## src/rtl/rs485_slave_poll_master_defines.svh

```systemverilog
// Assertion macros used by the poll master RTL
`ifndef RS485_SLAVE_POLL_MASTER_DEFINES_SVH
`define RS485_SLAVE_POLL_MASTER_DEFINES_SVH

// same-cycle implication, checked outside reset
`define RSPM_ASSERT_NOW(label, ante, cons) \
    label: assert property (@(posedge i_clk) disable iff (!i_rst_n) (ante) |-> (cons)) \
        else $error("rspm check failed");

// next-cycle implication, checked outside reset
`define RSPM_ASSERT_NEXT(label, ante, cons) \
    label: assert property (@(posedge i_clk) disable iff (!i_rst_n) (ante) |=> (cons)) \
        else $error("rspm check failed");

`endif

```

## src/rtl/rspm_pkg.sv

```systemverilog
package rspm_pkg;

    localparam int MAX_SLAVES = 16;
    localparam int ADDR_W     = $clog2(MAX_SLAVES + 1);
    localparam int SLOT_W     = (MAX_SLAVES > 1) ? $clog2(MAX_SLAVES) : 1;
    localparam int DLY_W      = 8;
    localparam int THR_W      = 4;
    localparam int MISS_W     = 5;
    localparam int CFG_W      = 8;
    localparam int IDX_W      = 3;

    localparam logic [MISS_W-1:0] MISS_MAX = '1;

    localparam logic [DLY_W-1:0]  RST_TURNAROUND = 8'd11;
    localparam logic [DLY_W-1:0]  RST_SEND       = 8'd15;
    localparam logic [DLY_W-1:0]  RST_LISTEN     = 8'd3;
    localparam logic [DLY_W-1:0]  RST_TIMEOUT    = 8'd50;
    localparam logic [THR_W-1:0]  RST_FAILS      = 4'd3;
    localparam logic [ADDR_W-1:0] RST_SLAVES     = ADDR_W'(MAX_SLAVES);

    typedef enum logic [IDX_W-1:0] {
        REG_TURNAROUND  = 3'd0,
        REG_SEND_DELAY  = 3'd1,
        REG_LISTEN      = 3'd2,
        REG_TIMEOUT     = 3'd3,
        REG_FAILS       = 3'd4,
        REG_SLAVE_COUNT = 3'd5
    } t_reg_idx;

    typedef struct packed {
        logic              talk;
        logic              send_now;
        logic [ADDR_W-1:0] poll_address;
        logic              reply_taken;
        logic              slave_lost;
        logic              rx_fault;
        logic [SLOT_W-1:0] slot;
    } t_step;

endpackage

```

## src/rtl/rspm_ram.sv

```systemverilog
module rspm_ram #(
    parameter int WIDTH = 8,
    parameter int DEPTH = 16
) (
    input  logic                     i_clk,
    input  logic                     i_we,
    input  logic [$clog2(DEPTH)-1:0] i_waddr,
    input  logic [WIDTH-1:0]         i_wdata,
    input  logic                     i_re,
    input  logic [$clog2(DEPTH)-1:0] i_raddr,
    output logic [WIDTH-1:0]         o_rdata
);
    logic [WIDTH-1:0] mem [DEPTH];
    logic [WIDTH-1:0] r_rdata;

    always_ff @(posedge i_clk) begin
        if (i_we) begin
            mem[i_waddr] <= i_wdata;
        end
        if (i_re) begin
            r_rdata <= mem[i_raddr];
        end
    end

    assign o_rdata = r_rdata;
endmodule

```

## src/rtl/rspm_miss_store.sv

```systemverilog
module rspm_miss_store
    import rspm_pkg::*;
(
    input  logic              i_clk,
    input  logic              i_rst_n,
    input  logic              i_rd_en,
    input  logic [SLOT_W-1:0] i_rd_slot,
    input  logic              i_wr_en,
    input  logic [SLOT_W-1:0] i_wr_slot,
    input  logic [MISS_W-1:0] i_wr_data,
    output logic [MISS_W-1:0] o_count
);
    logic [MAX_SLAVES-1:0] r_valid;
    logic                  r_rd_valid;
    logic                  r_fwd;
    logic [MISS_W-1:0]     r_fwd_data;
    logic [MISS_W-1:0]     ram_q;

    rspm_ram #(.WIDTH(MISS_W), .DEPTH(MAX_SLAVES)) u_ram (
        .i_clk   (i_clk),
        .i_we    (i_wr_en),
        .i_waddr (i_wr_slot),
        .i_wdata (i_wr_data),
        .i_re    (i_rd_en),
        .i_raddr (i_rd_slot),
        .o_rdata (ram_q)
    );

    always_ff @(posedge i_clk) begin
        if (!i_rst_n) begin
            r_valid    <= '0;
            r_rd_valid <= 1'b0;
            r_fwd      <= 1'b0;
        end else begin
            if (i_wr_en) begin
                r_valid[i_wr_slot] <= 1'b1;
            end
            if (i_rd_en) begin
                r_rd_valid <= r_valid[i_rd_slot];
                r_fwd      <= i_wr_en && (i_wr_slot == i_rd_slot);
            end
        end
        if (i_rd_en) begin
            r_fwd_data <= i_wr_data;
        end
    end

    assign o_count = r_fwd ? r_fwd_data : (r_rd_valid ? ram_q : '0);
endmodule

```

## config.mk

```make
export PLATFORM = sky130hd
export DESIGN_NAME = rspm_miss_store
export DESIGN_NICKNAME = d
export VERILOG_FILES = /design/src/rtl/rs485_slave_poll_master_defines.svh /design/src/rtl/rspm_pkg.sv /design/src/rtl/rspm_ram.sv /design/src/rtl/rspm_miss_store.sv
export SDC_FILE = /design/constraint.sdc
export NUM_CORES = 1
export LEC_CHECK = 0
export BUFFER_PORTS_ARGS = -buffer_cell sky130_fd_sc_hd__buf_2
export CORE_UTILIZATION = 50
export DETAILED_ROUTE_END_ITERATION = 7
export PLACE_DENSITY = 0.74
export SLEW_MARGIN = 5
export SYNTH_ARGS = -nofsm -noshare
export SYNTH_HDL_FRONTEND = slang
export SYNTH_SLANG_ARGS = --single-unit
```

## constraint.sdc

```tcl
create_clock -name i_clk -period 2.4 [get_ports i_clk]
set_clock_uncertainty 0.05 [all_clocks]
set_input_delay 0.72 -clock i_clk [delete_from_list [all_inputs] [get_ports i_clk]]
set_output_delay 0.72 -clock i_clk [all_outputs]
set_load 0.005 [all_outputs]
```

After elaboration in Yosys (flattened, before gate mapping)
Memory sizes are Yosys's and may differ from the RTL's. A register that Yosys moved wholly into a read port is not among the register bits.
Index checks and enable logic that the tools add are counted.
{"block": "totals", "ramBits": 80, "output_inout_bits": 5, "elab_cells": 20, "n_memories": 1, "ff_bits": 23, "input_bits": 17}
{"memory": "u_ram.mem", "depth": 16, "word_bits": 5, "read_ports": 1, "rd_clocked_by_memory_dff": 1, "write_ports": 1, "line": "rspm_ram.sv:13", "text": "logic [WIDTH-1:0] mem [DEPTH];"}
{"block": "op_classes", "n_mux": 8, "eq_ne": 1, "reduce_logical": 2, "order_cmp": 3, "bitwise_logic": 1}
{"operator": "16-bit bitwise OR", "count": 1}
{"operator": "4-bit by 5-bit less-than comparator with 1-bit output (second input constant)", "count": 2}
{"operator": "5-bit two-way mux", "count": 2}
{"operator": "1-bit binary-select mux with 4-bit select", "count": 1}
{"operator": "1-bit demux with 4-bit select", "count": 1}
{"operator": "4-bit equality test", "count": 1}
{"operator": "4-bit by 1-bit >= comparator with 1-bit output (second input constant)", "count": 1}
{"operator": "1-bit two-way mux", "count": 4}
{"operator": "1-bit logical AND", "count": 2}

Depth between registers and ports, before layout
{"block": "depth", "ltp_word": 5, "depth_mapped": 6}

Modules after synthesis
From an unflattened synthesis, not the netlist that was laid out.
{"block": "hier_totals", "hier_cells": 254, "area_unflattened_um2": 4296.6}
{"module": "rspm_ram", "area_per_inst_um2": 3263.1, "cells_per_inst": 155, "n_inst": 1}
{"module": "rspm_miss_store", "area_per_inst_um2": 1033.5, "cells_per_inst": 99, "n_inst": 1}

Worst setup path after synthesis
Ideal clock, no wire load.
{"block": "synth_path", "kind": "input-to-reg", "start": "input port i_rd_slot[0]", "end": "register u_ram.r_rdata[2], in the netlist u_ram.o_rdata[2], read port of u_ram.mem, data pin", "stages": 4, "slack_ns": 0.150, "t_arrival_ns": 1.928, "required_time_ns": 2.078, "path_buffers": 2, "setup_ns": 0.272, "path_cell_list": "buf_6 > buf_12 > mux4_1 > mux4_2"}
{"item": "from (decl)", "line": "rspm_miss_store.sv:7", "text": "input logic [SLOT_W-1:0] i_rd_slot,"}
{"item": "to (decl)", "line": "rspm_ram.sv:14", "text": "logic [WIDTH-1:0] r_rdata;"}

Worst setup path in the final report
{"block": "layout_path", "start": "register r_fwd", "end": "output port o_count[1]"}
{"block": "layout_between", "elab_chain_cells": 1}
{"item": "from (decl)", "line": "rspm_miss_store.sv:15", "text": "logic r_fwd;"}
{"item": "from (signal assigned)", "line": "rspm_miss_store.sv:40", "text": "r_fwd <= i_wr_en && (i_wr_slot == i_rd_slot);"}
{"item": "5-bit two-way mux", "line": "rspm_miss_store.sv:48", "text": "assign o_count = r_fwd ? r_fwd_data : (r_rd_valid ? ram_q : '0);"}
{"item": "to (decl)", "line": "rspm_miss_store.sv:11", "text": "output logic [MISS_W-1:0] o_count"}
No other way between the ends.

==> run_summary.xml <==
<?xml version="1.0" encoding="UTF-8"?>
<metrics>
  <group name="sta">
    <metric name="setup-tns-final" unit="ps">0</metric>
    <metric name="clock.fmax" unit="GHz">0.463</metric>
    <metric name="rsz0062_at_grt" unit="">false</metric>
    <metric name="tightestPinTransition" unit="ps">560</metric>
    <metric name="setup_viol" unit="">0</metric>
    <metric name="hold_violations" unit="">0</metric>
    <metric name="timing.final.max_slew_violations" unit="">0</metric>
    <metric name="layout_setup_ws" unit="ps">238</metric>
    <metric name="period_minus_slack" unit="ps">2160</metric>
    <metric name="finalCritPeriodShare" unit="">0.901</metric>
    <metric name="slew-limit-headroom" unit="">0.625</metric>
  </group>
  <group name="floorplanning">
    <metric name="ioPinCount" unit="">22</metric>
    <metric name="initial_core_util" unit="">0.518</metric>
    <metric name="coreArea" unit="um^2">8220</metric>
    <metric name="rows" unit="">33</metric>
    <metric name="area_enclosed_by_the_die_boundary" unit="um^2">8880</metric>
    <metric name="die_y" unit="um">94.2</metric>
    <metric name="chipWidth" unit="um">94.2</metric>
  </group>
  <group name="routing">
    <metric name="detailed_routing_wirelength_on_met1" unit="mm">3.31</metric>
    <metric name="drt-total-wl" unit="mm">7.83</metric>
    <metric name="number_of_vias_after_detailed_routing" unit="">2123</metric>
    <metric name="remaining_drc_errors" unit="">0</metric>
    <metric name="drt_first_iter_violations" unit="">116</metric>
    <metric name="drt-pass1-iter-count" unit="">4</metric>
    <metric name="vias_per_cell" unit="">5.82</metric>
    <metric name="antenna_violating_nets_post_route" unit="">0</metric>
    <metric name="highest-signal-layer" unit="">met4</metric>
    <metric name="met2RoutedLength" unit="mm">3.92</metric>
    <metric name="met3RoutedLength" unit="um">418</metric>
    <metric name="drt_wl_cell" unit="um">21.5</metric>
  </group>
  <group name="critical_path">
    <metric name="timing.critical_path.required" unit="ps">1630</metric>
    <metric name="slowest_stage" unit="">sky130_fd_sc_hd__dfxtp_1</metric>
    <metric name="critical_path.max_stage_delay" unit="ps">390</metric>
    <metric name="critical_path.max_fanout" unit="">7</metric>
    <metric name="timing.critical_path.cells" unit="">nor2b_1 -&gt; a22o_1 -&gt; buf_2</metric>
    <metric name="worst_setup_path_end_kind" unit="">output pin</metric>
    <metric name="cp.arrival" unit="ps">1390</metric>
    <metric name="criticalPathCategory" unit="">register to output pin</metric>
    <metric name="setup.worst_path.start_class" unit="">register</metric>
  </group>
  <group name="cts">
    <metric name="post_cts.resized_instances" unit="">0</metric>
    <metric name="cts.hold.buffers_added" unit="">0</metric>
    <metric name="clkSlewWorstSetupHoldPaths" unit="ps">100</metric>
    <metric name="cts_setup_buffers" unit="">0</metric>
    <metric name="clk_latency" unit="ps">370</metric>
    <metric name="cts_buffers" unit="">9</metric>
    <metric name="clock_tree.root_cell" unit="">sky130_fd_sc_hd__clkbuf_8</metric>
    <metric name="cts_tree" unit="">built</metric>
    <metric name="cts_sink_cnt" unit="">108</metric>
    <metric name="cts_buffer_depth" unit="">2</metric>
    <metric name="htreeDepth" unit="">3</metric>
  </group>
  <group name="placement">
    <metric name="pre_cts_ws" unit="ps">13.1</metric>
    <metric name="placed_cells_incl_taps" unit="">349</metric>
    <metric name="globalplace.congestion" unit="">0.773</metric>
    <metric name="port_buffers" unit="">21</metric>
    <metric name="hpwl" unit="mm">5.33</metric>
  </group>
  <group name="yosys">
    <metric name="post_synth_instance_area" unit="um^2">4250</metric>
    <metric name="synth_top_flop_cell" unit="">sky130_fd_sc_hd__edfxtp_1</metric>
    <metric name="yosys.area.top_type_share" unit="">0.635</metric>
    <metric name="synth_top_family_by_area" unit="">multiplexers</metric>
    <metric name="synth_simple_gate_area_frac" unit="">0.0377</metric>
    <metric name="synth_commonest_cells" unit="">sky130_fd_sc_hd__edfxtp_1, sky130_fd_sc_hd__dfxtp_1, sky130_fd_sc_hd__o21a_1, sky130_fd_sc_hd__mux4_1</metric>
    <metric name="synth_edf_count" unit="">90</metric>
    <metric name="synth_cell_types" unit="">28</metric>
    <metric name="synth_xor_xnor_area_share" unit="">0.00824</metric>
    <metric name="ys_warn_count" unit="">0</metric>
    <metric name="yosys_register_bits" unit="">108</metric>
    <metric name="share_of_cell_area_taken_by_muxes_after_synthesis" unit="">0.165</metric>
    <metric name="syn_avg_cell_area" unit="um^2">20.0</metric>
    <metric name="synth_area_leader_cell" unit="">sky130_fd_sc_hd__edfxtp_1</metric>
    <metric name="synth-compound-area-share" unit="">0.0497</metric>
    <metric name="synth-async-reset-ratio" unit="">0</metric>
    <metric name="synth-seq-area-share" unit="">0.720</metric>
    <metric name="synth_fp_nets" unit="">230</metric>
    <metric name="synth_most_common_cell" unit="">sky130_fd_sc_hd__edfxtp_1</metric>
    <metric name="netlist_top_cells_area" unit="">sky130_fd_sc_hd__edfxtp_1, sky130_fd_sc_hd__mux4_1, sky130_fd_sc_hd__dfxtp_1</metric>
    <metric name="post_synth_fa_ha_maj_area_fraction" unit="">0</metric>
    <metric name="syn-instance-count" unit="">213</metric>
  </group>
  <group name="cells_and_area">
    <metric name="nets" unit="">272</metric>
    <metric name="fill_cells" unit="">610</metric>
    <metric name="area.growth.synth_to_final" unit="%">12.7</metric>
    <metric name="stdcell_count" unit="">365</metric>
    <metric name="antenna_cells" unit="">0</metric>
    <metric name="final_layout_size_suffix_gt1_frac" unit="">0.269</metric>
  </group>
  <group name="global_routing">
    <metric name="antenna_found_initial" unit="">0</metric>
    <metric name="grt_pass1_vias" unit="">2128</metric>
    <metric name="grt_pass1_wl" unit="mm">11.9</metric>
    <metric name="grt_start_max_net_pins" unit="">25</metric>
    <metric name="grt_usage" unit="">0.198</metric>
    <metric name="gr-total-overflow" unit="">0</metric>
  </group>
  <group name="status">
    <metric name="run_status" unit="">finished clean</metric>
  </group>
  <group name="power_and_ir_drop">
    <metric name="finalPower" unit="W">0.00338</metric>
    <metric name="static_leakage" unit="nW">1.65</metric>
    <metric name="power_density" unit="nW/um^2">706</metric>
    <metric name="power.ir.vdd_worst" unit="mV">0.349</metric>
  </group>
  <group name="min_path">
    <metric name="worst_hold_path_type" unit="">register to register</metric>
  </group>
  <group name="run">
    <metric name="max-cap-violations" unit="">0</metric>
  </group>
</metrics>
[power by group]
group	leakage (nW)	internal [W]	switching, W	total (W)
combinational	0.593	0.000101	0.000110	0.000211
sequential	0.966	0.00208	0.0000149	0.00209
clock	0.0943	0.000490	0.000588	0.00108
[final cells by class]
type                    instances  area (um^2)  area share
clock buffers                  11          131      0.0274
repair buffers                 42          300      0.0626
flip-flops and latches        108         3060       0.639
well taps                     105          131      0.0274
multi-input cells              94         1110       0.231
clock inverters                 5         60.1      0.0125
[through the flow]
step	util	cell area [um^2]	hold slack, ps
3_3_place_gp	0.560	4600	393
2_1_floorplan	-	4250	385
4_1_cts	0.583	4790	425
5_1_grt	0.583	4790	437
6_report	0.583	4790	423
3_5_place_dp	0.560	4600	404
[metal layers]
layer / vias to the layer above / global-route usage
li1: 966 / -
met1: 1079 / 0.257
met2: 66 / 0.324
met3: 12 / 0.0324
met4: 0 / 0.0962
met5: - / 0
[final timing paths]
kind,start,end,slack [ps],cells after the start
setup / recovery,r_fwd,o_count[1],240,3
hold / removal,r_valid[12],r_valid[12],420,1
setup reg to reg,u_ram.mem[10][1],u_ram.o_rdata[1],710,2
hold reg to reg,r_valid[12],r_valid[12],420,1
[cells in the final DEF (no fill, tap or decap), drive strengths merged, types with 2 or more instances in the layout]
| cell | synthesis | layout |
|---|---|---|
| a221oi | 2 | 2 |
| a22o | 5 | 5 |
| buf | 5 | 42 |
| clkbuf | 6 | 11 |
| dfxtp | 18 | 18 |
| edfxtp | 90 | 90 |
| inv | 0 | 2 |
| mux2i | 4 | 4 |
| mux4 | 27 | 27 |
| nand2 | 2 | 2 |
| nand2b | 3 | 3 |
| nand3 | 2 | 2 |
| nand3b | 3 | 3 |
| nor2 | 13 | 13 |
| nor2b | 2 | 2 |
| nor3 | 5 | 5 |
| o21a | 16 | 16 |
| xor2 | 3 | 3 |
[registers in the layout (all words and copies together), names as in the netlist]
name,count
r_valid,16
u_ram.mem,80
u_ram.o_rdata,5
r_fwd_data,5
r_fwd,1
r_rd_valid,1
[worst max-delay path: cells and delay by family (launching register included)]
family / cells / cell delay, ps
DFF: 1 / 390
and+or+nand+nor: 1 / 340
AOI/OAI and AO/OA: 1 / 190
buffers and inverters: 1 / 110
[cells by family after synthesis]
logic type	count (synthesis)
DFF	108
xor gates and xnor gates	4
buffers and inverters	11
muxes	31
and+or+nand+nor	32
AOI/OAI and AO/OA	27
Note: power is estimated with default switching activity, not from simulation.
