### src/rtl/rs485_slave_poll_master_defines.svh
// Assertion macros used by the poll master RTL
`ifndef RS485_SLAVE_POLL_MASTER_DEFINES_SVH
`define RS485_SLAVE_POLL_MASTER_DEFINES_SVH

// same-cycle implication, checked outside reset
`define RSPM_ASSERT_NOW(label, ante, cons) \
    label: assert property (@(posedge i_clk) disable iff (!i_rst_n) (ante) |-> (cons)) \
        else $error("rspm check failed");

// next-cycle implication, checked outside reset
`define RSPM_ASSERT_NEXT(label, ante, cons) \
    label: assert property (@(posedge i_clk) disable iff (!i_rst_n) (ante) |=> (cons)) \
        else $error("rspm check failed");

`endif

### src/rtl/rspm_pkg.sv
package rspm_pkg;

    localparam int MAX_SLAVES = 16;
    localparam int ADDR_W     = $clog2(MAX_SLAVES + 1);
    localparam int SLOT_W     = (MAX_SLAVES > 1) ? $clog2(MAX_SLAVES) : 1;
    localparam int DLY_W      = 8;
    localparam int THR_W      = 4;
    localparam int MISS_W     = 5;
    localparam int CFG_W      = 8;
    localparam int IDX_W      = 3;

    localparam logic [MISS_W-1:0] MISS_MAX = '1;

    localparam logic [DLY_W-1:0]  RST_TURNAROUND = 8'd11;
    localparam logic [DLY_W-1:0]  RST_SEND       = 8'd15;
    localparam logic [DLY_W-1:0]  RST_LISTEN     = 8'd3;
    localparam logic [DLY_W-1:0]  RST_TIMEOUT    = 8'd50;
    localparam logic [THR_W-1:0]  RST_FAILS      = 4'd3;
    localparam logic [ADDR_W-1:0] RST_SLAVES     = ADDR_W'(MAX_SLAVES);

    typedef enum logic [IDX_W-1:0] {
        REG_TURNAROUND  = 3'd0,
        REG_SEND_DELAY  = 3'd1,
        REG_LISTEN      = 3'd2,
        REG_TIMEOUT     = 3'd3,
        REG_FAILS       = 3'd4,
        REG_SLAVE_COUNT = 3'd5
    } t_reg_idx;

    typedef struct packed {
        logic              talk;
        logic              send_now;
        logic [ADDR_W-1:0] poll_address;
        logic              reply_taken;
        logic              slave_lost;
        logic              rx_fault;
        logic [SLOT_W-1:0] slot;
    } t_step;

endpackage

### src/rtl/rspm_ctrl.sv
module rspm_ctrl
    import rspm_pkg::*;
(
    input  logic              i_clk,
    input  logic              i_rst_n,
    input  logic              i_cfg_wr_en,
    input  logic [IDX_W-1:0]  i_cfg_idx,
    input  logic [CFG_W-1:0]  i_cfg_data,
    input  logic              i_step_en,
    input  logic              i_operation,
    input  logic              i_rx_valid,
    input  logic              i_rx_fault,
    input  logic              i_tx_idle,
    output t_step             o_step,
    output logic [THR_W-1:0]  o_fails_to_fault
);
    logic [DLY_W-1:0]  r_turnaround, r_send_delay, r_listen, r_timeout;
    logic [THR_W-1:0]  r_fails;
    logic [ADDR_W-1:0] r_slave_count;

    logic [DLY_W-1:0]  r_time, n_time;
    logic              r_pending, n_pending;
    logic              r_talking, n_talking;
    logic [ADDR_W-1:0] r_current, n_current;

    logic [ADDR_W-1:0] active;
    logic [ADDR_W-1:0] next_slave;
    logic              send_now;
    logic              lost;

    always_comb begin
        active = r_slave_count;
        if (active == '0) begin
            active = ADDR_W'(1);
        end
        if (active > ADDR_W'(MAX_SLAVES)) begin
            active = ADDR_W'(MAX_SLAVES);
        end
        if (r_current >= active || r_current == '0) begin
            next_slave = ADDR_W'(1);
        end else begin
            next_slave = r_current + ADDR_W'(1);
        end
    end

    always_comb begin
        n_time    = r_time;
        n_pending = r_pending;
        n_talking = r_talking;
        n_current = r_current;
        send_now  = 1'b0;
        lost      = 1'b0;
        if (!i_operation) begin
            if (r_time != '1) begin
                n_time = r_time + DLY_W'(1);
            end
        end else begin
            if (r_pending && r_time > r_turnaround && !r_talking) begin
                n_talking = 1'b1;
            end
            if (r_pending && r_time > r_send_delay && n_talking) begin
                send_now  = 1'b1;
                n_pending = 1'b0;
                n_time    = '0;
            end
            if (i_rx_valid) begin
                n_current = next_slave;
                n_time    = '0;
                n_pending = 1'b1;
            end else if (!n_pending && n_time > r_timeout) begin
                lost      = 1'b1;
                n_current = next_slave;
                n_time    = '0;
                n_pending = 1'b1;
            end
            if (i_tx_idle && n_time > r_listen && !n_pending && n_talking) begin
                n_talking = 1'b0;
            end
        end
    end

    always_comb begin
        o_step.talk         = n_talking;
        o_step.send_now     = send_now;
        o_step.poll_address = r_current;
        o_step.reply_taken  = i_operation && i_rx_valid;
        o_step.slave_lost   = lost;
        o_step.rx_fault     = i_rx_fault;
        if (r_current == '0 || r_current > ADDR_W'(MAX_SLAVES)) begin
            o_step.slot = '0;
        end else begin
            o_step.slot = SLOT_W'(r_current - ADDR_W'(1));
        end
    end

    always_ff @(posedge i_clk) begin
        if (!i_rst_n) begin
            r_turnaround  <= RST_TURNAROUND;
            r_send_delay  <= RST_SEND;
            r_listen      <= RST_LISTEN;
            r_timeout     <= RST_TIMEOUT;
            r_fails       <= RST_FAILS;
            r_slave_count <= RST_SLAVES;
            r_time        <= '0;
            r_pending     <= 1'b1;
            r_talking     <= 1'b0;
            r_current     <= ADDR_W'(1);
        end else begin
            if (i_cfg_wr_en) begin
                case (i_cfg_idx)
                    REG_TURNAROUND:  r_turnaround  <= i_cfg_data[DLY_W-1:0];
                    REG_SEND_DELAY:  r_send_delay  <= i_cfg_data[DLY_W-1:0];
                    REG_LISTEN:      r_listen      <= i_cfg_data[DLY_W-1:0];
                    REG_TIMEOUT:     r_timeout     <= i_cfg_data[DLY_W-1:0];
                    REG_FAILS:       r_fails       <= i_cfg_data[THR_W-1:0];
                    REG_SLAVE_COUNT: r_slave_count <= i_cfg_data[ADDR_W-1:0];
                    default: ;
                endcase
            end
            if (i_step_en) begin
                r_time    <= n_time;
                r_pending <= n_pending;
                r_talking <= n_talking;
                r_current <= n_current;
            end
        end
    end

    assign o_fails_to_fault = r_fails;
endmodule

### config.mk
export PLATFORM = sky130hd
export DESIGN_NAME = rspm_ctrl
export DESIGN_NICKNAME = d
export VERILOG_FILES = /design/src/rtl/rs485_slave_poll_master_defines.svh /design/src/rtl/rspm_pkg.sv /design/src/rtl/rspm_ctrl.sv
export SDC_FILE = /design/constraint.sdc
export NUM_CORES = 1
export LEC_CHECK = 0
export BUFFER_PORTS_ARGS = -buffer_cell sky130_fd_sc_hd__buf_2
export CAP_MARGIN = 20
export CORE_UTILIZATION = 35
export DETAILED_ROUTE_END_ITERATION = 8
export PLACE_DENSITY = 0.53
export SYNTH_ARGS = -nofsm -noshare
export SYNTH_HDL_FRONTEND = slang
export SYNTH_SLANG_ARGS = --single-unit
### constraint.sdc
create_clock -name i_clk -period 7.16 [get_ports i_clk]
set_input_delay 1.432 -clock i_clk [delete_from_list [all_inputs] [get_ports i_clk]]
set_output_delay 1.432 -clock i_clk [all_outputs]
set_load 0.02 [all_outputs]
# After elaboration in Yosys (flattened, before gate mapping)
# Cells that the tools add are included.
[word_totals]
word_cells = 81
in_bits = 19
ff_bits = 56
output_inout_bits = 18
[op_classes]
mux = 27
magnitude_cmp = 7
n_addsub = 3
eq_ne = 6
reduce_logical = 28
[op_table]
columns = ["operator", "n"]
rows = [
  ["2-to-1 mux 8 bit", 7],
  ["greater-than comparator 8 bit", 4],
  ["2-to-1 mux 5 bit", 5],
  ["AND reduction 2 bit", 8],
  ["2-to-1 mux 1 bit", 14],
  ["greater-than comparator 5 bit (second input constant)", 2],
  ["logical NOT 5 bit", 2],
  ["logical AND 1 bit", 9],
  ["adder 8 x 1 -> 8 bit (second input constant)", 1],
  ["!= test 8 bit (second input constant)", 1],
  ["equality test 3 x 2 -> 1 bit (second input constant)", 2],
  ["equality test 3 bit (second input constant)", 2],
  ["adder 5 x 1 -> 5 bit (second input constant)", 1],
  [">= comparator 5 bit", 1],
  ["2-to-1 mux 4 bit", 1],
  ["nonzero test 2 bit", 2],
  ["subtractor 4 x 1 -> 4 bit (second input constant)", 1],
  ["equality test 3 x 1 -> 1 bit (second input constant)", 1],
  ["logical NOT 1 bit", 3],
  ["logical NOT 3 bit", 1],
  ["AND reduction 3 bit", 1],
  ["logical OR 1 bit", 2],
]

# Longest topological paths before layout
# Gate-level depths: netlist of the first run.
[logic_depth]
depth_word = 19
ltp_mapped = 24
depth_no_buf = 23

# Worst setup path after synthesis of the first run
# Ideal clock, no wire load.
[synth_timing]
path_kind = "reg2out"
start = "register r_time[6]"
end = "output port o_step[13] (netlist name)"
t_required_ns = 5.728
arrival_time_ns = 4.340
path_stages_with_launch = 24
setup_slack_ns = 1.388
cell_sequence = "dfxtp_1 ha_1 nand4_1 o21ai_0 a31oi_1 a21o_1 nand2_1 and2_1 ha_1 nor2b_1 o211ai_1 a21oi_1 o22a_1 a211oi_2 and2_1 ha_1 nor2b_1 o21a_1 o21ai_0 a21oi_1 o221ai_1 nor4b_4 nor2_1 buf_4"
[synth_via]
elab_chain_cells = 19
elab_cells_between_ends = 28
[synth_rtl]
columns = ["item", "line", "text"]
rows = [
  ["start: declaration", "rspm_ctrl.sv:21", "logic [DLY_W-1:0] r_time, n_time;"],
  ["start signal: assignment", "rspm_ctrl.sv:121", "r_time <= n_time;"],
  ["greater-than comparator 8 bit", "rspm_ctrl.sv:58", "if (r_pending && r_time > r_turnaround && !r_talking) begin"],
  ["logical AND 1 bit (2 in series)", "rspm_ctrl.sv:58", ""],
  ["2-to-1 mux 1 bit", "rspm_ctrl.sv:58", ""],
  ["2-to-1 mux 1 bit", "rspm_ctrl.sv:53", "if (!i_operation) begin"],
  ["logical AND 1 bit", "rspm_ctrl.sv:61", "if (r_pending && r_time > r_send_delay && n_talking) begin"],
  ["2-to-1 mux 8 bit or 2-to-1 mux 1 bit (tied branches)", "rspm_ctrl.sv:61", ""],
  ["2-to-1 mux 8 bit or 2-to-1 mux 1 bit (tied branches)", "rspm_ctrl.sv:53", ""],
  ["greater-than comparator 8 bit or logical NOT 1 bit (tied branches)", "rspm_ctrl.sv:70", "end else if (!n_pending && n_time > r_timeout) begin"],
  ["logical AND 1 bit", "rspm_ctrl.sv:70", ""],
  ["2-to-1 mux 8 bit", "rspm_ctrl.sv:70", ""],
  ["2-to-1 mux 8 bit", "rspm_ctrl.sv:66", "if (i_rx_valid) begin"],
  ["2-to-1 mux 8 bit", "rspm_ctrl.sv:53", ""],
  ["greater-than comparator 8 bit", "rspm_ctrl.sv:76", "if (i_tx_idle && n_time > r_listen && !n_pending && n_talking) begin"],
  ["logical AND 1 bit (3 in series)", "rspm_ctrl.sv:76", ""],
  ["2-to-1 mux 1 bit *", "rspm_ctrl.sv:76", ""],
  ["2-to-1 mux 1 bit *", "rspm_ctrl.sv:53", ""],
  ["end: declaration", "rspm_ctrl.sv:14", "output t_step o_step,"],
]
# Every way passes the cells marked *; elsewhere a longest branch is shown, timed or not. The select of a mux whose other input is x is not followed.

==> summary.md, run 1 <==
| Metric | Value |
|---|---|
| Multi-input gate area | `about 2100 sq um` |
| GR Util met1 | `between 20 and 30%` |
| LEAKAGE | `roughly 1.7 nW` |
| Antenna Violating Nets Remaining | `0` |
| Warnings, synthesis | `0` |
| Post-layout nets | `between 500 and 600` |
| Post-Route WL | `8880 microns` |
| FF-to-FF setup slack | `around 2100 ps` |
| Area grow syn2layout | `11.6%` |
| CTS tree | `done` |
| Clock Skew | `between 7 and 8 ps` |
| Worst Hold Class | `reg -> reg` |
| I/O pin total | `37` |
| Die width | `101 microns` |
| Critical setup path kind | `reg -> out` |
| Crit path launch type | `register` |
| Starting density of the core | `around 37%` |
| Rows | `35` |
| Slew HR | `a little over half` |
| N_diodes | `0` |
| Power density over cell area | `between 100 and 150 nW/um^2` |
| CTS root buf | `clkbuf_8` |
| GRT busiest layer | `met2` |
| GR Util met2 | `between 20% and 30%` |
| Final Max Slew Viols | `0` |
| Most common flop cell mapped by yosys | `dfxtp_1` |
| Cell variety after synth | `44` |
| Largest net degree at the start of global routing | `27` |
| Iteration-0 DRC Markers | `roughly 130` |
| Vias | `3030` |
| Worst R2R Start | `r_time[7]$_SDFFE_PN0P_` |
| VDD IR-drop max | `0.0000837 V` |
| CTS H-tree lvls | `2` |
| Worst hold start | `r_send_delay[4]$_SDFFE_PN0P_` |
| Max Cap Viol | `0` |
| Tmin final | `roughly 6700 ps` |
| Unrepaired setup endpoints after global routing | `false` |
| Global-route wire length before repair | `approximately 15000 microns` |
| CP Capture Type | `primary output` |
| Mapped Area | `3460 sq um` |
| CTS Buf Count | `5` |
| Placed instance area | `between 3000 and 4000 sq um` |
| Most frequent cells in the layout | `nand2_1, dfxtp_1, ha_1, a21oi_1, inv_1` |
| Net Count, Synth | `slightly below 500` |
| Commonest non-fill, non-tap cell in the layout | `nand2_1` |
| Final instance area | `between 3000 and 4000 sq um` |
| Status | `finished clean` |
| Avg Cell Area, Syn | `7.99 sq um` |
| Worst EP required | `approximately 5700 ps` |
| DP Worst Slack | `609 ps` |
| Clock slew at reported path FFs | `roughly 110 ps` |
| Residual DRC | `0` |
| Filler cell count | `between 900 and 1000` |
| Gp weighted congestion | `0.787` |
| M3 GR Usage | `2.69%` |
| Critical path origin | `r_time[7]$_SDFFE_PN0P_` |
| CP Data Arrival Time | `about 5300 ps` |
| Crit path to | `o_step[13]` |
| Syn Inst Count | `roughly 430` |
| Worst-Margin Slew | `~710 ps` |
| Setup TNS | `0 ps` |
| Drt first pass iters | `4` |
| Die Area | `10300 sq um` |
| Average wire per standard cell | `around 15 microns` |
| CTS Sinks | `56` |
| CTS Buffer Depth | `2` |
| Sequential area share after synthesis | `between 30% and 40%` |
| Initial antenna violation count | `0` |
| Final Hold Vio Count | `0` |
| Slack of the critical path | `roughly 480 ps` |
| CP max FO | `9` |
| Total GRT Usage | `a little under a fifth` |
| IO buf count | `34` |
| Post-DP HPWL | `about 6800 microns` |
| Die Ht | `between 100 and 150 microns` |
| Total gr overflow | `0` |
| Seq. cell area | `around 1100 sq um` |
| Fin crit share | `between 90% and 100%` |
| Reg-to-reg endpoint | `r_talking$_SDFFE_PN0P_` |
| Skew-Pair Late Insertion Delay | `310 ps` |
| Fmax | `0.150 GHz` |
| Async set or reset register ratio after synthesis | `0%` |
| Vias in the first global route | `between 2000 and 3000` |
| Share of cells above drive strength 1 | `about an eighth` |
| Reg2reg path depth | `23` |
| Setup violations, final | `0` |
| Seq cells post-synth | `56` |
| Routed vias/inst | `about 5.1` |
| Post-synth EDFFs | `0` |
| Core footprint | `~9400 sq um` |
-- power breakdown --
| part | internal, mW | leakage (nW) | switching [mW] |
|---|---|---|---|
| registers | 0.318 | 0.455 | 0.00485 |
| clock network | 0.0701 | 0.0414 | 0.112 |
| logic | 0.0256 | 1.17 | 0.0455 |
| total | 0.414 | 1.67 | 0.162 |
-- metal layers --
metal	vias up	wire length, microns	share of wire, %
li1	1558	-	-
met1	1416	4670	53
met2	48	3850	43
met3	8	238	2.7
met4	0	109	1.2
met5	-	0	0
-- state kept, by name, indices dropped and copies added, names as in the netlist --
register and flops:
r_listen 8, r_send_delay 8, r_time 8, r_timeout 8, r_turnaround 8, r_current 5, r_slave_count 5, o_fails_to_fault 4
r_pending 1, r_talking 1
-- synth_stat cells (3+ instances only) --
master,number,area share [%]
a21oi_1,39,5.6
a31oi_1,4,0.72
and2_1,23,4.2
and3_1,5,0.90
buf_4,4,0.87
clkbuf_1,13,1.4
dfxtp_1,56,32
ha_1,41,15
inv_1,39,4.2
mux2i_1,9,2.6
nand2_1,75,8.1
nand3_1,10,1.4
nand4_1,10,1.8
nor2_1,26,2.8
nor2b_1,9,1.6
nor3_1,3,0.43
o211ai_1,14,3.0
o21ai_0,9,1.3
o311ai_0,3,0.76
o31ai_1,6,1.3
o41ai_1,3,0.76
-- layout make-up --
class | instances | area share, %
sequential | 56 | 29.1
tap | 129 | 4.18
clock inverter | 2 | 0.422
clock buffer | 6 | 1.88
multi-input combinational | 320 | 55.0
inverter | 40 | 3.89
timing repair buffer | 37 | 5.51
-- how the worst min path moves through the flow --
stage | endpoint | slack [ps] | cells past startpoint
floorplan | r_listen[2]$_SDFFE_PN0P_ | 440 | 2
global placement | r_send_delay[7]$_SDFFE_PN0P_ | 440 | 2
detailed placement | r_send_delay[4]$_SDFFE_PN0P_ | 450 | 2
CTS | r_send_delay[4]$_SDFFE_PN0P_ | 460 | 2
global route | r_send_delay[4]$_SDFFE_PN0P_ | 480 | 2
finish | r_send_delay[4]$_SDFFE_PN0P_ | 460 | 2
-- critical path: stages (launching register included) --
cell and delay, ps:
dfxtp_1 520, ha_1 320, nand4_1 130, o21ai_0 100, a31oi_1 200, a21o_1 270, nand2_1 200, and2_1 220
ha_1 280, nor2b_1 130, o211ai_1 150, a21oi_1 90, o22a_1 320, a211oi_4 300, buf_4 180, and2_1 130
ha_1 250, a21oi_1 150, nor2b_1 50, o21ai_0 160, nand2b_1 110, o221ai_2 300, nor4b_4 90, nor2_1 100
buf_2 170
-- cells by family (layout without fill, tap and decap cells) --
kind of cell    count (synthesis)  in the layout  synth area share (%)
simple gates                  170            170                  23.7
fa+ha+maj                      41             41                  14.8
xor+xnor                        2              2                 0.507
mux                             9              9                  2.61
flops                          56             56                  32.4
compound gates                 98             98                  19.3
buf+inv                        57             85                  6.62
-- timing repair --
item                                    CTS  global route
hold buffers                              0             0
buffers inserted                          0             2
gates resized for setup                   0             4
endpoints found under the setup margin    0             1
-- per-stage QoR --
step           power (mW)  hold slack, ps  utilization [%]  cells
3_3_place_gp        0.397             444             39.4    579
3_5_place_dp        0.400             447             39.7    580
2_1_floorplan       0.373             436                -    433
4_1_cts             0.580             462             40.7    588
6_report            0.576             460             41.0    590
5_1_grt             0.604             478             41.0    590
(Power assumes the default switching activity.)
==> run 2: changes to the inputs <==
CTS_BUF_LIST = sky130_fd_sc_hd__clkbuf_16   (was unset)
==> run 2 against run 1 <==
  * Global-route usage up 0.12 points
  * Power up 11%
  * Non-clock buffer count down 2
  * Sequential share of layout area down 0.31 points
  * Core utilization up 0.44 points
  * Worst hold slack worse by 4.1 ps
  * Clock-buffer cell count down 1
  * Combinational power down 1%
  * Maximum frequency down 0.50%
==> summary.md, run 2 (synthesized netlist as in run 1, its figures left out) <==
| Metric | Value |
|---|---|
| Vias | `3035 (+0.17%)` |
| Total gr overflow | `0 (unchanged)` |
| Worst-Margin Slew | `716 ps (+4.86 ps)` |
| Worst R2R Start | `r_time[7]$_SDFFE_PN0P_` |
| Int Power | `472 uW (+14%)` |
| Residual DRC | `0 (unchanged)` |
| Iteration-0 DRC Markers | `134 (+5.5%)` |
| Clock slew at reported path FFs | `80 ps (-30 ps)` |
| Crit path launch type | `register` |
| CTS H-tree lvls | `2 (unchanged)` |
| Min-Delay Endpoint | `r_listen[5]$_SDFFE_PN0P_` |
| Skew-Pair Late Insertion Delay | `290 ps (-20 ps)` |
| Max Cap Viol | `0 (unchanged)` |
| Initial antenna violation count | `0 (unchanged)` |
| Seq. cell area | `1120 sq um (unchanged)` |
| CP Data Arrival Time | `5280 ps (+30 ps)` |
| Post-layout nets | `518 (-0.38%)` |
| VDD IR-drop max | `0.000141 V (+69%)` |
| Area grow syn2layout | `12.8%` |
| Critical setup path kind | `reg -> out` |
| Global-route wire length before repair | `14800 microns (+0.42%)` |
| Fmax | `0.149 GHz (-0.50%)` |
| Power density over cell area | `164 nW/um^2 (+10%)` |
| Worst hold start | `r_listen[5]$_SDFFE_PN0P_` |
| CTS Buf Count | `5 (unchanged)` |
| CP Capture Type | `primary output` |
| Postcts setup bufs | `0 (unchanged)` |
| Worst Hold Class | `reg -> reg` |
| Status | `finished clean` |
| Drt first pass iters | `4 (unchanged)` |
| CTS Sinks | `56 (unchanged)` |
| Post-DP HPWL | `6780 microns (unchanged)` |
| Total GRT Usage | `18.6% (+0.12 points)` |
| Post-route insts no fill | `588 (-0.34%)` |
| LEAKAGE | `1.69 nW (+1.2%)` |
| Overall Power | `641 uW (+11%)` |
| I/O pin total | `37 (unchanged)` |
| Antenna Violating Nets Remaining | `0 (unchanged)` |
| Clock Skew | `4.14 ps (-3.37 ps)` |
| Setup TNS | `0 ps (unchanged)` |
| IO buf count | `34 (unchanged)` |
| Clk pwr share | `38.7% (+7.2 points)` |
| Largest net degree at the start of global routing | `27 (unchanged)` |
| Final Max Slew Viols | `0 (unchanged)` |
| Comb pwr share | `11.0% (-1.3 points)` |
| Commonest non-fill, non-tap cell in the layout | `nand2_1` |
| Reg2reg path depth | `22 (-4.3%)` |
| Final Hold Vio Count | `0 (unchanged)` |
| Share of cells above drive strength 1 | `11.8% (-0.38 points)` |
| Post-Route WL | `8920 microns (+0.48%)` |
| Gp weighted congestion | `0.787 (unchanged)` |
| Die Ht | `101 microns (unchanged)` |
| Multi-input gate area | `2120 sq um (unchanged)` |
| Setup violations, final | `0 (unchanged)` |
| Vias in the first global route | `2890 (-0.28%)` |
| P_sw | `169 uW (+4.4%)` |
| Slew HR | `52.0% (-0.33 points)` |
| CP max FO | `9 (unchanged)` |
| Most frequent cells in the layout | `nand2_1, dfxtp_1, ha_1, inv_1, a21oi_1` |
| Die Area | `10300 sq um (unchanged)` |
| Cells after DPL | `580 (unchanged)` |
| Routed vias/inst | `5.16 (+0.51%)` |
| Starting density of the core | `36.7% (unchanged)` |
| Core footprint | `9420 sq um (unchanged)` |
| CTS root buf | `clkbuf_16` |
| N_diodes | `0 (unchanged)` |
| Hold Path Cell Cnt | `2 (unchanged)` |
| FF-to-FF setup slack | `1990 ps (-60 ps)` |
| Reg power frac | `50.3% (-5.8 points)` |
| Average wire per standard cell | `15.2 microns (+0.83%)` |
| Rows | `35 (unchanged)` |
| Die width | `101 microns (unchanged)` |
| Hold_buf cts | `0 (unchanged)` |
| Unrepaired setup endpoints after global routing | `false` |
| Reg-to-reg endpoint | `r_talking$_SDFFE_PN0P_` |
| CTS Buffer Depth | `2 (unchanged)` |
| Sw Ratio | `26.4% (-1.8 points)` |
| Fin crit share | `93.8% (+0.47 points)` |
| CTS tree | `done` |
| Worst EP required | `5730 ps (about the same)` |
| Tmin final | `6710 ps (+33.4 ps)` |
| Filler cell count | `953 (-0.42%)` |
| Post_cts resized | `0 (unchanged)` |
-- run 2: per-layer routing --
metal	track usage [%]	part of all wire, %
met1	26.9	51
met2	29.5	44
met3	2.69	3.9
met4	3.79	0.90
met5	0	0
-- run 2: worst max-delay path by stage --
| stage | start | to | slack (ps) | cells after the start |
|---|---|---|---|---|
| after floorplan | r_time[6]$_SDFFE_PN0P_ | o_step[13] | 1390 | 23 |
| after global routing | r_time[4]$_SDFFE_PN0P_ | o_step[13] | 20 | 23 |
| after detailed placement | r_time[6]$_SDFFE_PN0P_ | o_step[13] | 610 | 23 |
| final | r_time[7]$_SDFFE_PN0P_ | o_step[13] | 450 | 23 |
| after global placement | r_time[6]$_SDFFE_PN0P_ | o_step[13] | 740 | 23 |
| after CTS | r_time[6]$_SDFFE_PN0P_ | o_step[13] | 240 | 23 |
-- run 2: area by class of cell --
cell class                 count  share of cell area [%]
clock buffer                   5                    3.21
clock inverter                 3                   0.513
inverter                      40                    3.85
multi-input combinational    320                    54.4
sequential                    56                    28.8
tap                          129                    4.14
timing repair buffer          35                    5.07
-- run 2: power by group through the flow --
stage | clock [mW] | combinational, mW | sequential (mW)
2_1_floorplan | 0 | 0.0434 | 0.330
3_3_place_gp | 0 | 0.0670 | 0.330
3_5_place_dp | 0 | 0.0696 | 0.330
4_1_cts | 0.254 | 0.0704 | 0.323
5_1_grt | 0.267 | 0.0793 | 0.324
6_report | 0.248 | 0.0703 | 0.323
-- run 2: through the flow --
stage,setup WS (ps),hold WS (ps),utilization [%],cell area [sq um]
2_1_floorplan,1390,436,-,3460
3_3_place_gp,736,444,39.4,3710
3_5_place_dp,609,447,39.7,3740
4_1_cts,241,457,41.2,3880
6_report,447,456,41.4,3900
5_1_grt,15.8,473,41.4,3900
-- run 2: critical path, stage by stage, from the launching register on --
cell and delay, ps:
dfxtp_1 500, ha_1 320, nand4_1 130, o21ai_0 100, a31oi_1 200, a21o_1 270
nand2_1 200, and2_1 220, ha_1 300, nor2b_1 140, o211ai_1 150, a21oi_1 90
o22a_1 320, a211oi_4 410, and2_1 200, ha_1 240, nor2b_1 130, o21a_1 160
o21ai_0 150, a21oi_1 110, o221ai_2 290, nor4b_4 80, nor2_1 100, buf_2 170
==> run 3: changes to the inputs <==
CORE_UTILIZATION = 59   (was 35)
PLACE_DENSITY = 0.81   (was 0.53)
==> run 3 against run 2 <==
  * Sequential power barely moved
  * Worst setup slack got worse by 79 ps
  * Critical path depth did not move
  * Die area fell by 40%
  * Sequential share of layout area rose by 0.58 points
  * Combinational power fell by 3.6%
  * Final cell count fell by 9.9%
  * Final area fell by 2.2%
  * Non-clock buffer count fell by 1
==> summary.md, run 3 (synthesized netlist as in run 1, its figures left out) <==
| Metric | Value |
|---|---|
| Slack of the critical path | `369 ps (-78.6 ps)` |
| Setup violations, final | `0 (unchanged)` |
| Clock Skew | `5.31 ps (+1.17 ps)` |
| Drt first pass iters | `5 (+1)` |
| Post-Route WL | `8340 microns (-6.5%)` |
| CTS root buf | `clkbuf_16` |
| CP Capture Type | `primary output` |
| Rows | `27 (-23%)` |
| Final Hold Vio Count | `0 (unchanged)` |
| Post-layout nets | `517 (-0.19%)` |
| Status | `finished clean` |
| Antenna Violating Nets Remaining | `0 (unchanged)` |
| Final Max Slew Viols | `0 (unchanged)` |
| Hold_buf cts | `0 (unchanged)` |
| CP most frequent cell | `ha_1` |
| CP Data Arrival Time | `5360 ps (+80 ps)` |
| Die width | `78.6 microns (-23%)` |
| Clock slew at reported path FFs | `70 ps (about the same)` |
| Area grow syn2layout | `10.3%` |
| Slew HR | `32.2% (-20 points)` |
| VDD IR-drop max | `0.000129 V (-8.6%)` |
| WHS | `455 ps (-1.45 ps)` |
| N_diodes | `0 (unchanged)` |
| CP max stage delay | `520 ps (+20 ps)` |
| CP max FO | `10 (+1)` |
| Die Area | `6170 sq um (-40%)` |
| Post-route insts no fill | `530 (-9.9%)` |
| DP Worst Slack | `764 ps (+155 ps)` |
| CTS Buffer Depth | `2 (unchanged)` |
| Total GRT Usage | `29.0% (+10 points)` |
| Total gr overflow | `0 (unchanged)` |
| Critical setup path kind | `reg -> out` |
| Post-DP HPWL | `6110 microns (-9.9%)` |
| CTS tree | `done` |
| Global-route wire length before repair | `14100 microns (-4.6%)` |
| Worst Hold Class | `reg -> reg` |
| Largest net degree at the start of global routing | `36 (+33%)` |
| Commonest non-fill, non-tap cell in the layout | `nand2_1` |
| Setup TNS | `0 ps (unchanged)` |
| CP max-delay cell | `dfxtp_1` |
| Fmax | `0.147 GHz (-1.2%)` |
| Most frequent cells in the layout | `nand2_1, dfxtp_1, ha_1, inv_1, a21oi_1` |
| Initial antenna violation count | `0 (unchanged)` |
| Iteration-0 DRC Markers | `168 (+25%)` |
| Gp weighted congestion | `0.872 (+11%)` |
| Crit path launch type | `register` |
| CP top delay family | `compound AO/OA/AOI/OAI gates` |
| CTS H-tree lvls | `2 (unchanged)` |
| LEAKAGE | `1.69 nW (about the same)` |
| Routed vias/inst | `6.02 (+17%)` |
| CTS Buf Count | `5 (unchanged)` |
| Unrepaired setup endpoints after global routing | `false` |
| Residual DRC | `0 (unchanged)` |
| Core footprint | `5570 sq um (-41%)` |
| Tmin final | `6790 ps (+78.6 ps)` |
| Worst EP required | `5730 ps (about the same)` |
| Average wire per standard cell | `15.7 microns (+3.7%)` |
| Power density over cell area | `178 nW/um^2 (+8.2%)` |
| Post_cts resized | `0 (unchanged)` |
| Critical-path cell list | `ha_1 > nand4_1 > o21ai_0 > a31oi_1 > a21o_1 > nand2_1 > and2_1 > ha_1 > nor2b_1 > o211ai_1 > a21oi_1 > o22a_1 > a211oi_4 > and2_1 > ha_1 > nor2b_1 > o21a_1 > o21ai_0 > a21oi_1 > o221ai_1 > nor4b_4 > nor2_1 > buf_2` |
| Cells after DPL | `522 (-10%)` |
| IO buf count | `34 (unchanged)` |
| Max Cap Viol | `0 (unchanged)` |
| Worst-Margin Slew | `1010 ps (+294 ps)` |
| Fin crit share | `94.8% (+1.1 points)` |
| Postcts setup bufs | `0 (unchanged)` |
| Share of cells above drive strength 1 | `10.9% (-0.85 points)` |
| Starting density of the core | `62.0% (+25 points)` |
| Vias in the first global route | `2996 (+3.7%)` |
| Vias | `3192 (+5.2%)` |
| Skew-Pair Late Insertion Delay | `300 ps (about the same)` |
| CTS Sinks | `56 (unchanged)` |
| Die Ht | `78.6 microns (-23%)` |
| I/O pin total | `37 (unchanged)` |
| Worst Path Buf+Inv | `1 (unchanged)` |
[run 3: cell count changes in the layout (fill, tap and decap cells not counted), sizes merged]
cell and change:
buf -1, bufinv +1, inv +1, clkinvlp -1, clkinv -1
[run 3: cell type report]
cell class | count | area (sq um)
multi-input cells | 320 | 2120
fillers | 463 | 1760
flip-flops and latches | 56 | 1120
repair buffers | 34 | 170
inverters | 40 | 150
clock buffers | 5 | 125
well taps | 72 | 90.1
clock inverters | 3 | 42.5
[run 3: per-stage QoR]
step                      area, sq um  total power [mW]  util, %
final                            3810             0.679     68.4
after detailed placement         3640             0.396     65.3
after global placement           3640             0.394     65.3
after floorplan                  3460             0.373        -
after global routing             3810             0.700     68.4
after CTS                        3810             0.675     68.3
[run 3: path summary, 6_finish.rpt]
| check | start | endpoint | slack [ps] | cells after the start |
|---|---|---|---|---|
| max | r_time[6]$_SDFFE_PN0P_ | o_step[13] | 370 | 23 |
| min | r_listen[3]$_SDFFE_PN0P_ | r_listen[3]$_SDFFE_PN0P_ | 450 | 2 |
| max reg2reg | r_time[6]$_SDFFE_PN0P_ | r_talking$_SDFFE_PN0P_ | 1870 | 22 |
| min reg2reg | r_listen[3]$_SDFFE_PN0P_ | r_listen[3]$_SDFFE_PN0P_ | 450 | 2 |
[run 3: power breakdown]
group / switching, mW / leakage, nW / internal (mW)
Clock: 0.123 / 0.0856 / 0.166
Combinational: 0.0444 / 1.15 / 0.0235
Sequential: 0.00468 / 0.454 / 0.318
Total: 0.172 / 1.69 / 0.507
[run 3: routing by layer]
layer,routed length (microns),track usage (%),up-vias
met4,201,11.5,0
li1,-,-,1550
met5,0,0,-
met2,3590,44.6,133
met1,3960,40.0,1485
met3,582,5.12,24
[run 3: worst min-delay path: cells and delay by family (launching register included)]
kind | cells | cell delay, ps
compound gates | 1 | 50
flops | 1 | 310
simple gates | 1 | 50
